## src/rtl/assert_macros.svh

```systemverilog
// ----------------------------------------------------------------------------
// Assertion macros
// Shared concurrent assertion helpers for the colour combiner.
// ----------------------------------------------------------------------------
`ifndef ASSERT_MACROS_SVH
`define ASSERT_MACROS_SVH

// Same-cycle implication, disabled while reset is asserted.
`define AST_IMPLIES(label, clk, rst_n, ante, cons, msg) \
    label: assert property (@(posedge clk) disable iff (!(rst_n)) (ante) |-> (cons)) \
        else $error(msg);

// Next-cycle implication, disabled while reset is asserted.
`define AST_NEXT(label, clk, rst_n, ante, cons, msg) \
    label: assert property (@(posedge clk) disable iff (!(rst_n)) (ante) |=> (cons)) \
        else $error(msg);

`endif

```

## src/rtl/rcc_pkg.sv

```systemverilog
// ----------------------------------------------------------------------------
// rcc_pkg
// Types, operation codes and decode for the RGBA8 colour combiner.
// ----------------------------------------------------------------------------
`timescale 1ns / 1ps

package rcc_pkg;

    localparam int NUM_CHAN = 4;
    localparam int CHAN_W   = 8;
    localparam int COLOUR_W = NUM_CHAN * CHAN_W;
    localparam int KIND_W   = 4;
    localparam int ALPHA    = NUM_CHAN - 1;

    localparam logic [KIND_W-1:0] KIND_ADD      = 4'd0;
    localparam logic [KIND_W-1:0] KIND_ADD_RGB  = 4'd1;
    localparam logic [KIND_W-1:0] KIND_ADD_A    = 4'd2;
    localparam logic [KIND_W-1:0] KIND_SUB      = 4'd3;
    localparam logic [KIND_W-1:0] KIND_SUB_RGB  = 4'd4;
    localparam logic [KIND_W-1:0] KIND_SUB_A    = 4'd5;
    localparam logic [KIND_W-1:0] KIND_MOD      = 4'd6;
    localparam logic [KIND_W-1:0] KIND_MOD_RGB  = 4'd7;
    localparam logic [KIND_W-1:0] KIND_MOD_A    = 4'd8;
    localparam logic [KIND_W-1:0] KIND_LERP     = 4'd9;
    localparam logic [KIND_W-1:0] KIND_REPL_A   = 4'd10;

    localparam logic [NUM_CHAN-1:0] MASK_ALL  = 4'b1111;
    localparam logic [NUM_CHAN-1:0] MASK_RGB  = 4'b0111;
    localparam logic [NUM_CHAN-1:0] MASK_A    = 4'b1000;
    localparam logic [NUM_CHAN-1:0] MASK_NONE = 4'b0000;

    typedef enum logic [1:0] {
        OP_ADD  = 2'd0,
        OP_SUB  = 2'd1,
        OP_MOD  = 2'd2,
        OP_LERP = 2'd3
    } t_op;

    typedef struct packed {
        t_op                 op;
        logic [NUM_CHAN-1:0] mask;  // lanes that compute; others pass colour_first
        logic                repl;  // broadcast alpha of colour_first
    } t_ctrl;

    typedef logic [NUM_CHAN-1:0][CHAN_W-1:0] t_chan_vec;

    function automatic t_ctrl decode_kind(input logic [KIND_W-1:0] kind);
        t_ctrl c;
        c.op   = OP_ADD;
        c.mask = MASK_NONE;
        c.repl = 1'b0;
        case (kind)
            KIND_ADD:     begin c.op = OP_ADD;  c.mask = MASK_ALL; end
            KIND_ADD_RGB: begin c.op = OP_ADD;  c.mask = MASK_RGB; end
            KIND_ADD_A:   begin c.op = OP_ADD;  c.mask = MASK_A;   end
            KIND_SUB:     begin c.op = OP_SUB;  c.mask = MASK_ALL; end
            KIND_SUB_RGB: begin c.op = OP_SUB;  c.mask = MASK_RGB; end
            KIND_SUB_A:   begin c.op = OP_SUB;  c.mask = MASK_A;   end
            KIND_MOD:     begin c.op = OP_MOD;  c.mask = MASK_ALL; end
            KIND_MOD_RGB: begin c.op = OP_MOD;  c.mask = MASK_RGB; end
            KIND_MOD_A:   begin c.op = OP_MOD;  c.mask = MASK_A;   end
            KIND_LERP:    begin c.op = OP_LERP; c.mask = MASK_ALL; end
            KIND_REPL_A:  begin c.repl = 1'b1; end
            default:      begin c.mask = MASK_NONE; end
        endcase
        return c;
    endfunction

endpackage

```

## src/rtl/rcc_lane.sv

```systemverilog
// ----------------------------------------------------------------------------
// rcc_lane
// One colour channel: add/sub/modulate and lerp product in the first stage,
// the exact floor division by 255 of the lerp term in the second.
// ----------------------------------------------------------------------------
`timescale 1ns / 1ps

module rcc_lane (
    input  logic                        i_clk,
    input  logic                        i_load,
    input  rcc_pkg::t_op                i_op,
    input  logic                        i_act,
    input  logic [rcc_pkg::CHAN_W-1:0]  i_x,
    input  logic [rcc_pkg::CHAN_W-1:0]  i_y,
    input  logic [rcc_pkg::CHAN_W-1:0]  i_w,
    output logic [rcc_pkg::CHAN_W-1:0]  o_chan
);
    import rcc_pkg::*;

    // stage 1
    logic [CHAN_W:0]         w_sum;
    logic [CHAN_W:0]         w_diff;
    logic [2*CHAN_W-1:0]     w_prod;
    logic signed [CHAN_W:0]  w_d;
    logic signed [CHAN_W:0]  w_ws;
    logic signed [2*CHAN_W+1:0] w_p;
    logic [CHAN_W-1:0]       n_res;

    logic [2*CHAN_W:0]       r_p;
    logic [CHAN_W-1:0]       r_res;
    logic [CHAN_W-1:0]       r_x;
    logic                    r_lerp;

    // stage 2
    logic                    w_neg;
    logic [2*CHAN_W:0]       w_mag;
    logic [2*CHAN_W-1:0]     w_n;
    logic [2*CHAN_W-1:0]     w_t;
    logic [CHAN_W-1:0]       w_est;
    logic [2*CHAN_W-1:0]     w_est255;
    logic [2*CHAN_W-1:0]     w_rem;
    logic [CHAN_W-1:0]       w_q;
    logic [CHAN_W-1:0]       w_lerp;

    always_comb begin
        w_sum  = {1'b0, i_x} + {1'b0, i_y};
        w_diff = {1'b0, i_x} - {1'b0, i_y};
        w_prod = i_x * i_y;
        w_d    = $signed({1'b0, i_y}) - $signed({1'b0, i_x});
        w_ws   = $signed({1'b0, i_w});
        w_p    = (2*CHAN_W+2)'(w_d) * (2*CHAN_W+2)'(w_ws);
        n_res  = i_x;
        if (i_act) begin
            case (i_op)
                OP_ADD:  n_res = w_sum[CHAN_W] ? {CHAN_W{1'b1}} : w_sum[CHAN_W-1:0];
                OP_SUB:  n_res = w_diff[CHAN_W] ? '0 : w_diff[CHAN_W-1:0];
                OP_MOD:  n_res = w_prod[2*CHAN_W-1:CHAN_W];
                OP_LERP: n_res = i_x;
                default: n_res = i_x;
            endcase
        end
    end

    always_ff @(posedge i_clk) begin
        if (i_load) begin
            r_p    <= w_p[2*CHAN_W:0];
            r_res  <= n_res;
            r_x    <= i_x;
            r_lerp <= i_act && (i_op == OP_LERP);
        end
    end

    // floor(p/255): for negative p use -floor((|p|+254)/255). Quotient estimate
    // (n + n/256)/256 is at most one low, fixed by one compare on the remainder.
    always_comb begin
        w_neg    = r_p[2*CHAN_W];
        w_mag    = -r_p;
        w_n      = w_neg ? (w_mag[2*CHAN_W-1:0] + 16'd254) : r_p[2*CHAN_W-1:0];
        w_t      = w_n + {{CHAN_W{1'b0}}, w_n[2*CHAN_W-1:CHAN_W]};
        w_est    = w_t[2*CHAN_W-1:CHAN_W];
        w_est255 = {w_est, {CHAN_W{1'b0}}} - {{CHAN_W{1'b0}}, w_est};
        w_rem    = w_n - w_est255;
        w_q      = w_est + {{(CHAN_W-1){1'b0}}, (w_rem >= 16'd255)};
        w_lerp   = w_neg ? (r_x - w_q) : (r_x + w_q);
        o_chan   = r_lerp ? w_lerp : r_res;
    end

endmodule

```

## src/rtl/rcc_merge.sv

```systemverilog
// ----------------------------------------------------------------------------
// rcc_merge
// Packs the lane results into one colour, or broadcasts alpha, into the
// output register.
// ----------------------------------------------------------------------------
`timescale 1ns / 1ps

module rcc_merge (
    input  logic                          i_clk,
    input  logic                          i_load,
    input  logic                          i_repl,
    input  rcc_pkg::t_chan_vec            i_chan,
    output logic [rcc_pkg::COLOUR_W-1:0]  o_colour
);
    import rcc_pkg::*;

    logic [COLOUR_W-1:0] n_colour;
    logic [COLOUR_W-1:0] r_colour;

    // alpha lane passes colour_first through when replicating
    assign n_colour = i_repl ? {NUM_CHAN{i_chan[ALPHA]}} : i_chan;

    always_ff @(posedge i_clk) begin
        if (i_load) begin
            r_colour <= n_colour;
        end
    end

    assign o_colour = r_colour;

endmodule

```

## src/rtl/rgba8_colour_combiner.sv

```systemverilog
// ----------------------------------------------------------------------------
// rgba8_colour_combiner
// Per-channel saturating add/sub, modulate, lerp and alpha replicate on
// packed RGBA8 colours, four channel lanes side by side.
// ----------------------------------------------------------------------------
// Channel  Valid        Stall        Payload
// in       i_in_valid   o_in_stall   i_kind, i_colour_first, i_colour_second,
//                                    i_blend_weights
// out      o_out_valid  i_out_stall  o_colour_result
//
// One item per clock sustained while the output is not stalled; registered in the lane
// stage, then in the output register after the lane divide-by-255 and merge.
// Synchronous active-low reset clears only the two valid flags.
// An output stall holds the result; a second stage item is still taken while
// the result waits, so the input stalls only when both stages are full.
// ----------------------------------------------------------------------------
`timescale 1ns / 1ps

`include "assert_macros.svh"

module rgba8_colour_combiner (
    input  logic                          i_clk,
    input  logic                          i_rst_n,
    input  logic                          i_in_valid,
    output logic                          o_in_stall,
    input  logic [rcc_pkg::KIND_W-1:0]    i_kind,
    input  logic [rcc_pkg::COLOUR_W-1:0]  i_colour_first,
    input  logic [rcc_pkg::COLOUR_W-1:0]  i_colour_second,
    input  logic [rcc_pkg::COLOUR_W-1:0]  i_blend_weights,
    output logic                          o_out_valid,
    input  logic                          i_out_stall,
    output logic [rcc_pkg::COLOUR_W-1:0]  o_colour_result
);
    import rcc_pkg::*;

    t_ctrl     w_ctrl;
    t_chan_vec w_chan;
    logic      w_out_ready;
    logic      w_s1_ready;
    logic      w_acc;
    logic      w_adv;
    logic      r_v1;
    logic      n_v1;
    logic      r_vo;
    logic      n_vo;
    logic      r_repl;

    assign w_ctrl      = decode_kind(i_kind);
    assign w_out_ready = !r_vo || !i_out_stall;
    assign w_s1_ready  = !r_v1 || w_out_ready;
    assign w_acc       = i_in_valid && w_s1_ready;
    assign w_adv       = r_v1 && w_out_ready;

    always_comb begin
        n_v1 = r_v1;
        if (w_acc) begin
            n_v1 = 1'b1;
        end else if (w_adv) begin
            n_v1 = 1'b0;
        end
        n_vo = r_vo;
        if (w_adv) begin
            n_vo = 1'b1;
        end else if (w_out_ready) begin
            n_vo = 1'b0;
        end
    end

    always_ff @(posedge i_clk) begin
        if (!i_rst_n) begin
            r_v1 <= 1'b0;
            r_vo <= 1'b0;
        end else begin
            r_v1 <= n_v1;
            r_vo <= n_vo;
        end
    end

    always_ff @(posedge i_clk) begin
        if (w_acc) begin
            r_repl <= w_ctrl.repl;
        end
    end

    for (genvar g = 0; g < NUM_CHAN; g++) begin : g_lane
        rcc_lane u_lane (
            .i_clk  (i_clk),
            .i_load (w_acc),
            .i_op   (w_ctrl.op),
            .i_act  (w_ctrl.mask[g]),
            .i_x    (i_colour_first[CHAN_W*g +: CHAN_W]),
            .i_y    (i_colour_second[CHAN_W*g +: CHAN_W]),
            .i_w    (i_blend_weights[CHAN_W*g +: CHAN_W]),
            .o_chan (w_chan[g])
        );
    end

    rcc_merge u_merge (
        .i_clk    (i_clk),
        .i_load   (w_adv),
        .i_repl   (r_repl),
        .i_chan   (w_chan),
        .o_colour (o_colour_result)
    );

    assign o_in_stall  = !w_s1_ready;
    assign o_out_valid = r_vo;

    `AST_IMPLIES(a_stall_only_full, i_clk, i_rst_n, o_in_stall, r_v1 && r_vo && i_out_stall, "input stalled with room in the pipeline")
    `AST_NEXT(a_acc_fills_s1, i_clk, i_rst_n, w_acc, r_v1, "accepted transfer lost before lane stage")
    `AST_NEXT(a_s1_reaches_out, i_clk, i_rst_n, r_v1 && !(r_vo && i_out_stall), r_vo, "lane stage result did not reach output register")

endmodule

```

## config.mk

```make
export PLATFORM = sky130hd
export DESIGN_NAME = rgba8_colour_combiner
export DESIGN_NICKNAME = d
export VERILOG_FILES = /design/src/rtl/rcc_pkg.sv /design/src/rtl/rcc_lane.sv /design/src/rtl/rcc_merge.sv /design/src/rtl/rgba8_colour_combiner.sv
export VERILOG_INCLUDE_DIRS = /design/src /design/src/rtl
export SDC_FILE = /design/constraint.sdc
export NUM_CORES = 2
export LEC_CHECK = 0
export BUFFER_PORTS_ARGS = -buffer_cell sky130_fd_sc_hd__buf_2
export CAP_MARGIN = 20
export CORE_MARGIN = 1
export CORE_UTILIZATION = 35
export DETAILED_ROUTE_END_ITERATION = 10
export SLEW_MARGIN = 25
export SYNTH_ARGS = -nofsm -noshare
export SYNTH_HDL_FRONTEND = slang
export SYNTH_SLANG_ARGS = --single-unit
```

## constraint.sdc

```tcl
create_clock -name i_clk -period 26.6 [get_ports i_clk]
set_clock_uncertainty 0.1 [all_clocks]
set_input_delay 7.98 -clock i_clk [delete_from_list [all_inputs] [get_ports i_clk]]
set_output_delay 7.98 -clock i_clk [all_outputs]
set_load 0.01 [all_outputs]
```

# Word-level counts from Yosys, hierarchy flattened
# Cells that the tools add are included.
[totals]
register_bits = 171
latchBits = 0
ram_bits = 0
romBits = 0
inputBits = 104
output_inout_bits = 34
word_cells = 146
n_memories = 0
[classes]
add_sub_neg = 44
mul = 8
div_mod_pow = 0
order_cmp = 4
eq_ne = 13
shifts = 0
mux = 36
bitwise_logic = 0
reduce_logical = 21
[op_table]
columns = ["op", "count"]
rows = [
  ["$mux W8", 20],
  ["$pmux W8 S4", 4],
  ["$sub A8 B8 Y9", 8],
  ["$mul A9 B9 Y17", 4],
  ["$add A16 B8 Y16", 4],
  ["$add A16 B8 Y16 const B", 4],
  ["$ge A16 B8 Y1 const B", 4],
  ["$mul A8 B8 Y16", 4],
  ["$mux W16", 4],
  ["$neg A16 Y16", 4],
  ["$sub A16 B16 Y16", 4],
  ["$sub A16 B8 Y16", 4],
  ["$add A8 B8 Y9", 4],
  ["$add A8 B1 Y8", 4],
  ["$add A8 B8 Y8", 4],
  ["$sub A8 B8 Y8", 4],
  ["$mux W24", 1],
  ["$eq A4 B3 Y1 const B", 4],
  ["$eq A4 B4 Y1 const B", 3],
  ["$pmux W4 S3", 1],
  ["$reduce_or A3 Y1", 4],
  ["$eq A4 B2 Y1 const B", 2],
  ["$logic_and A1 B1 Y1", 6],
  ["$pmux W2 S3", 1],
  ["other kinds (10)", 20],
]

# Logic depth before layout (Yosys ltp)
[depth]
depth_word = 12
mapped_depth = 52
ltp_nobuf = 51

# Modules after synthesis
# Synthesis repeated with hierarchy kept, for this count alone.
[unflattened]
hier_cells = 4390
area_unflattened_um2 = 38046.5
[by_module_without_submodules]
columns = ["module", "n_inst", "cells_each", "area_each_um2", "seq_area_each_um2"]
rows = [
  ["rcc_lane at g_lane[2].u_lane", 1, 1095, 9250.1, 1021.0],
  ["rcc_lane at g_lane[1].u_lane", 1, 1094, 9162.5, 1021.0],
  ["rcc_lane at g_lane[3].u_lane", 1, 1073, 9110.0, 1021.0],
  ["rcc_lane at g_lane[0].u_lane", 1, 1040, 8896.0, 1021.0],
  ["rcc_merge", 1, 59, 1357.6, 960.9],
  ["rgba8_colour_combiner", 1, 29, 270.3, 70.1],
]

# Least setup slack after synthesis
# Ideal clock, no wire load.
[synth_timing]
path_type = "input -> output"
startpoint = "input port i_out_stall"
endpoint = "output port o_in_stall"
arrival_ns = 8.200
t_required_ns = 18.520
setup_slack_ns = 10.320
path_stages = 1
path_buffers = 0
cell_sequence = "and3_1"
[synth_between]
elab_chain_cells = 4
[synth_lines]
columns = ["item", "line", "source"]
rows = [
  ["from (decl)", "rgba8_colour_combiner.sv:31", "input logic i_out_stall,"],
  ["$logic_not A1 Y1", "rgba8_colour_combiner.sv:49", "assign w_out_ready = !r_vo || !i_out_stall;"],
  ["$logic_or A1 B1 Y1", "rgba8_colour_combiner.sv:49", ""],
  ["$logic_or A1 B1 Y1", "rgba8_colour_combiner.sv:50", "assign w_s1_ready = !r_v1 || w_out_ready;"],
  ["$logic_not A1 Y1", "rgba8_colour_combiner.sv:106", "assign o_in_stall = !w_s1_ready;"],
  ["to (decl)", "rgba8_colour_combiner.sv:25", "output logic o_in_stall,"],
]
# Every way passes these cells.

# Final worst setup path
# Same ends and word-level chain as after synthesis.

==> results.md <==
* Outcome: finished clean
* Reg clk slew, reported paths at about 70 ps
* TritonCTS clock tree: built
* Hpwl dp at about 77000 µm
* CTS sink count at between 150 and 200
* Final Hold Fails at 0
* Gr ovfl total at 0
* Max-cap violations at 0
* Area after DPL at approximately 0.039 mm²
* Synth top area share at 0.213
* Final antenna-violating net count at 0
* Critical path class: primary input to output pin
* Drt wl/cell at between 15 and 20 µm
* FF+latch count, synth at ~170
* Core area at between 0.1 and 0.15 mm²
* Final min period at approximately 17000 ps
* Portion of netlist area occupied by mux cells at 0.00942
* Die Y at ~320 µm
* Syn Inst Count at approximately 4200
* Post-CTS Setup Inserts at 0
* Hold Path Class: flop to flop
* Distinct cells, synth at around 90
* Cell area after synthesis at around 0.037 mm²
* Register area share after synthesis at 0.138
* Initial antenna violation count at 20
* Type of destination of the critical path: output pin
* First-pass GRT wire length at 152000 µm
* Post-synth EDFFs at ~170
* Worst-path maximum fanout at 3
* Post-Synth Adder-Cell Area at 0.397
* Setup violations, final at 0
* Worst-Skew Late Latency at about 460 ps
* Total CTS buffers at 17
* Post-CTS sizing at 0
* All-Layer GR Usage at 0.177
* Vias in the first global route at between 20000 and 30000
* Compound-Gate Fraction of Synth Area at 0.126
* RSZ-0062 raised after global routing: no
* Nets at about 5300
* Mean post-synth cell area at 8.66 µm²
* Die Area at roughly 0.11 mm²
* Cell taking the most area after synthesis: fa_1
* Drt first-iter violations at ~1400
* Largest cells by area after synthesis: fa_1 21%, ha_1 18%, edfxtp_1 14%
* Design area at roughly 0.04 mm²
* Largest net degree at the start of global routing at 70
* Largest family of logic cells by synthesized area: adder cells
* Starting Density at 0.353
* Top cells by count, synth: 815 x inv_1, 538 x ha_1, 388 x fa_1
* Site Rows at 118
* Via-per-instance ratio at approximately 5
* Top_reg_cell synth: edfxtp_1
* I/O Buffers at about 140
* Layout Area Growth over Synthesis at 7.72%
* Share of layout cells above drive strength 1 at 0.0547
* Maximum clock rate at approximately 60 MHz
* # IOs at about 140
* CTS Hold Bufs at 0
* Total number of vias at roughly 29000
* Fraction of registers with async set or reset after synthesis at 0
* # fillers at roughly 11000
* Crit share post-route at 0.624
* # DRC at 0
* Slew HR at 0.286
* Pre-antenna DRT Iters at 7
* Syn_nets at 5247
* Warnings, synthesis at 0
* Most numerous cell in the Yosys netlist: inv_1
* Die width at 325 µm
* Nature of the critical path startpoint: primary input
* Final wirelength at just over 90000 µm
* H-tree depth at 4
* Worst EP arrival at around 8500 ps
* CTS max path bufs at 2
* Total Neg Setup Slack at 0 ps
* Xor and xnor area share after synthesis at 0.0878
* Worst path required time at ~19000 ps
* Post-Synth Simple-Gate Area at 0.148
* Root Buffer: clkbuf_16
* Slew Limit Fails at 0
* Gpl congestion at between 0.9 and 1
* Worst Tran Pin Value at between 1000 and 1500 ps
-- flip-flops by register name, summed over array words and instances, names as in the netlist --
register,flops
r_repl,1
u_merge.o_colour,32
g_lane.u_lane.r_lerp,2
g_lane.u_lane.r_res,32
g_lane.u_lane.r_p,68
g_lane.u_lane.r_x,32
o_out_valid,1
r_v1,1
-- routing by layer --
metal	vias up	track usage	routed length, µm
met3	100	0.0216	4430
met5	-	0	60
met4	8	0.0342	1300
met2	633	0.302	43600
met1	13900	0.241	42700
li1	13983	-	-
-- kinds of logic (layout without fill, tap and decap cells) --
logic type | Yosys count | after routing
and+or+nand+nor | 1120 | 1120
muxes | 33 | 33
AOI/OAI and AO/OA | 715 | 715
other | 0 | 6
adders and majority gates | 927 | 927
DFF | 169 | 169
buffers and inverters | 900 | 1000
xor gates and xnor gates | 353 | 353
-- cell type report --
cell class	count	area, µm²	share of cell area
well taps	1380	1730	0.0439
multi-input cells	3148	28100	0.715
diodes	6	15.0	0.000382
clock buffers	19	433	0.0110
flip-flops and latches	169	5050	0.129
clock inverters	13	128	0.00324
inverters	819	3070	0.0782
repair buffers	149	776	0.0197
-- layout by cell type, fill, tap and decap left out, types with 16 or more instances in the layout --
cell type,synthesis,routed
nand4_1,23,23
or3_1,21,21
xnor2_1,242,242
a21boi_0,27,26
xor2_1,101,101
or2_2,16,16
a31oi_1,16,16
a21o_1,59,59
nor2_1,274,272
a21oi_1,192,191
nand2b_1,45,45
fa_1,388,388
nor3_1,47,47
clkbuf_16,0,17
nand3_1,51,51
o21ai_0,205,204
o21bai_1,36,36
ha_1,538,538
nand2_1,364,364
and2_1,142,142
nor2b_1,57,56
mux2i_1,22,22
edfxtp_1,167,167
buf_2,0,137
inv_1,815,815
a221oi_1,40,40
-- worst max-delay path, cell delays in order --
cell and delay, ps:
buf_2 130, and3_1 260, buf_2 170
-- path summary, 6_finish.rpt --
check,startpoint,to,slack (ps),depth (start not counted)
max,i_out_stall,o_in_stall,9990,3
min,r_v1$_SDFFE_PN0P_,o_out_valid$_SDFFE_PN0P_,440,2
max reg2reg,g_lane[1].u_lane.r_p[0]$_DFFE_PP_,u_merge.o_colour[15]$_DFFE_PP_,15640,50
min reg2reg,r_v1$_SDFFE_PN0P_,o_out_valid$_SDFFE_PN0P_,440,2
-- per-stage QoR --
stage | worst slack, ps | utilization | hold WS [ps] | instances
2_1_floorplan | 10320 | - | 366 | 4217
3_3_place_gp | 10000 | 0.374 | 423 | 5665
3_5_place_dp | 10000 | 0.374 | 416 | 5665
4_1_cts | 10000 | 0.380 | 448 | 5697
5_1_grt | 9980 | 0.380 | 464 | 5699
6_report | 9990 | 0.380 | 443 | 5703
Power is not shown: default switching activity piles up to over one toggle a cycle in this logic, so the estimate is an artifact.
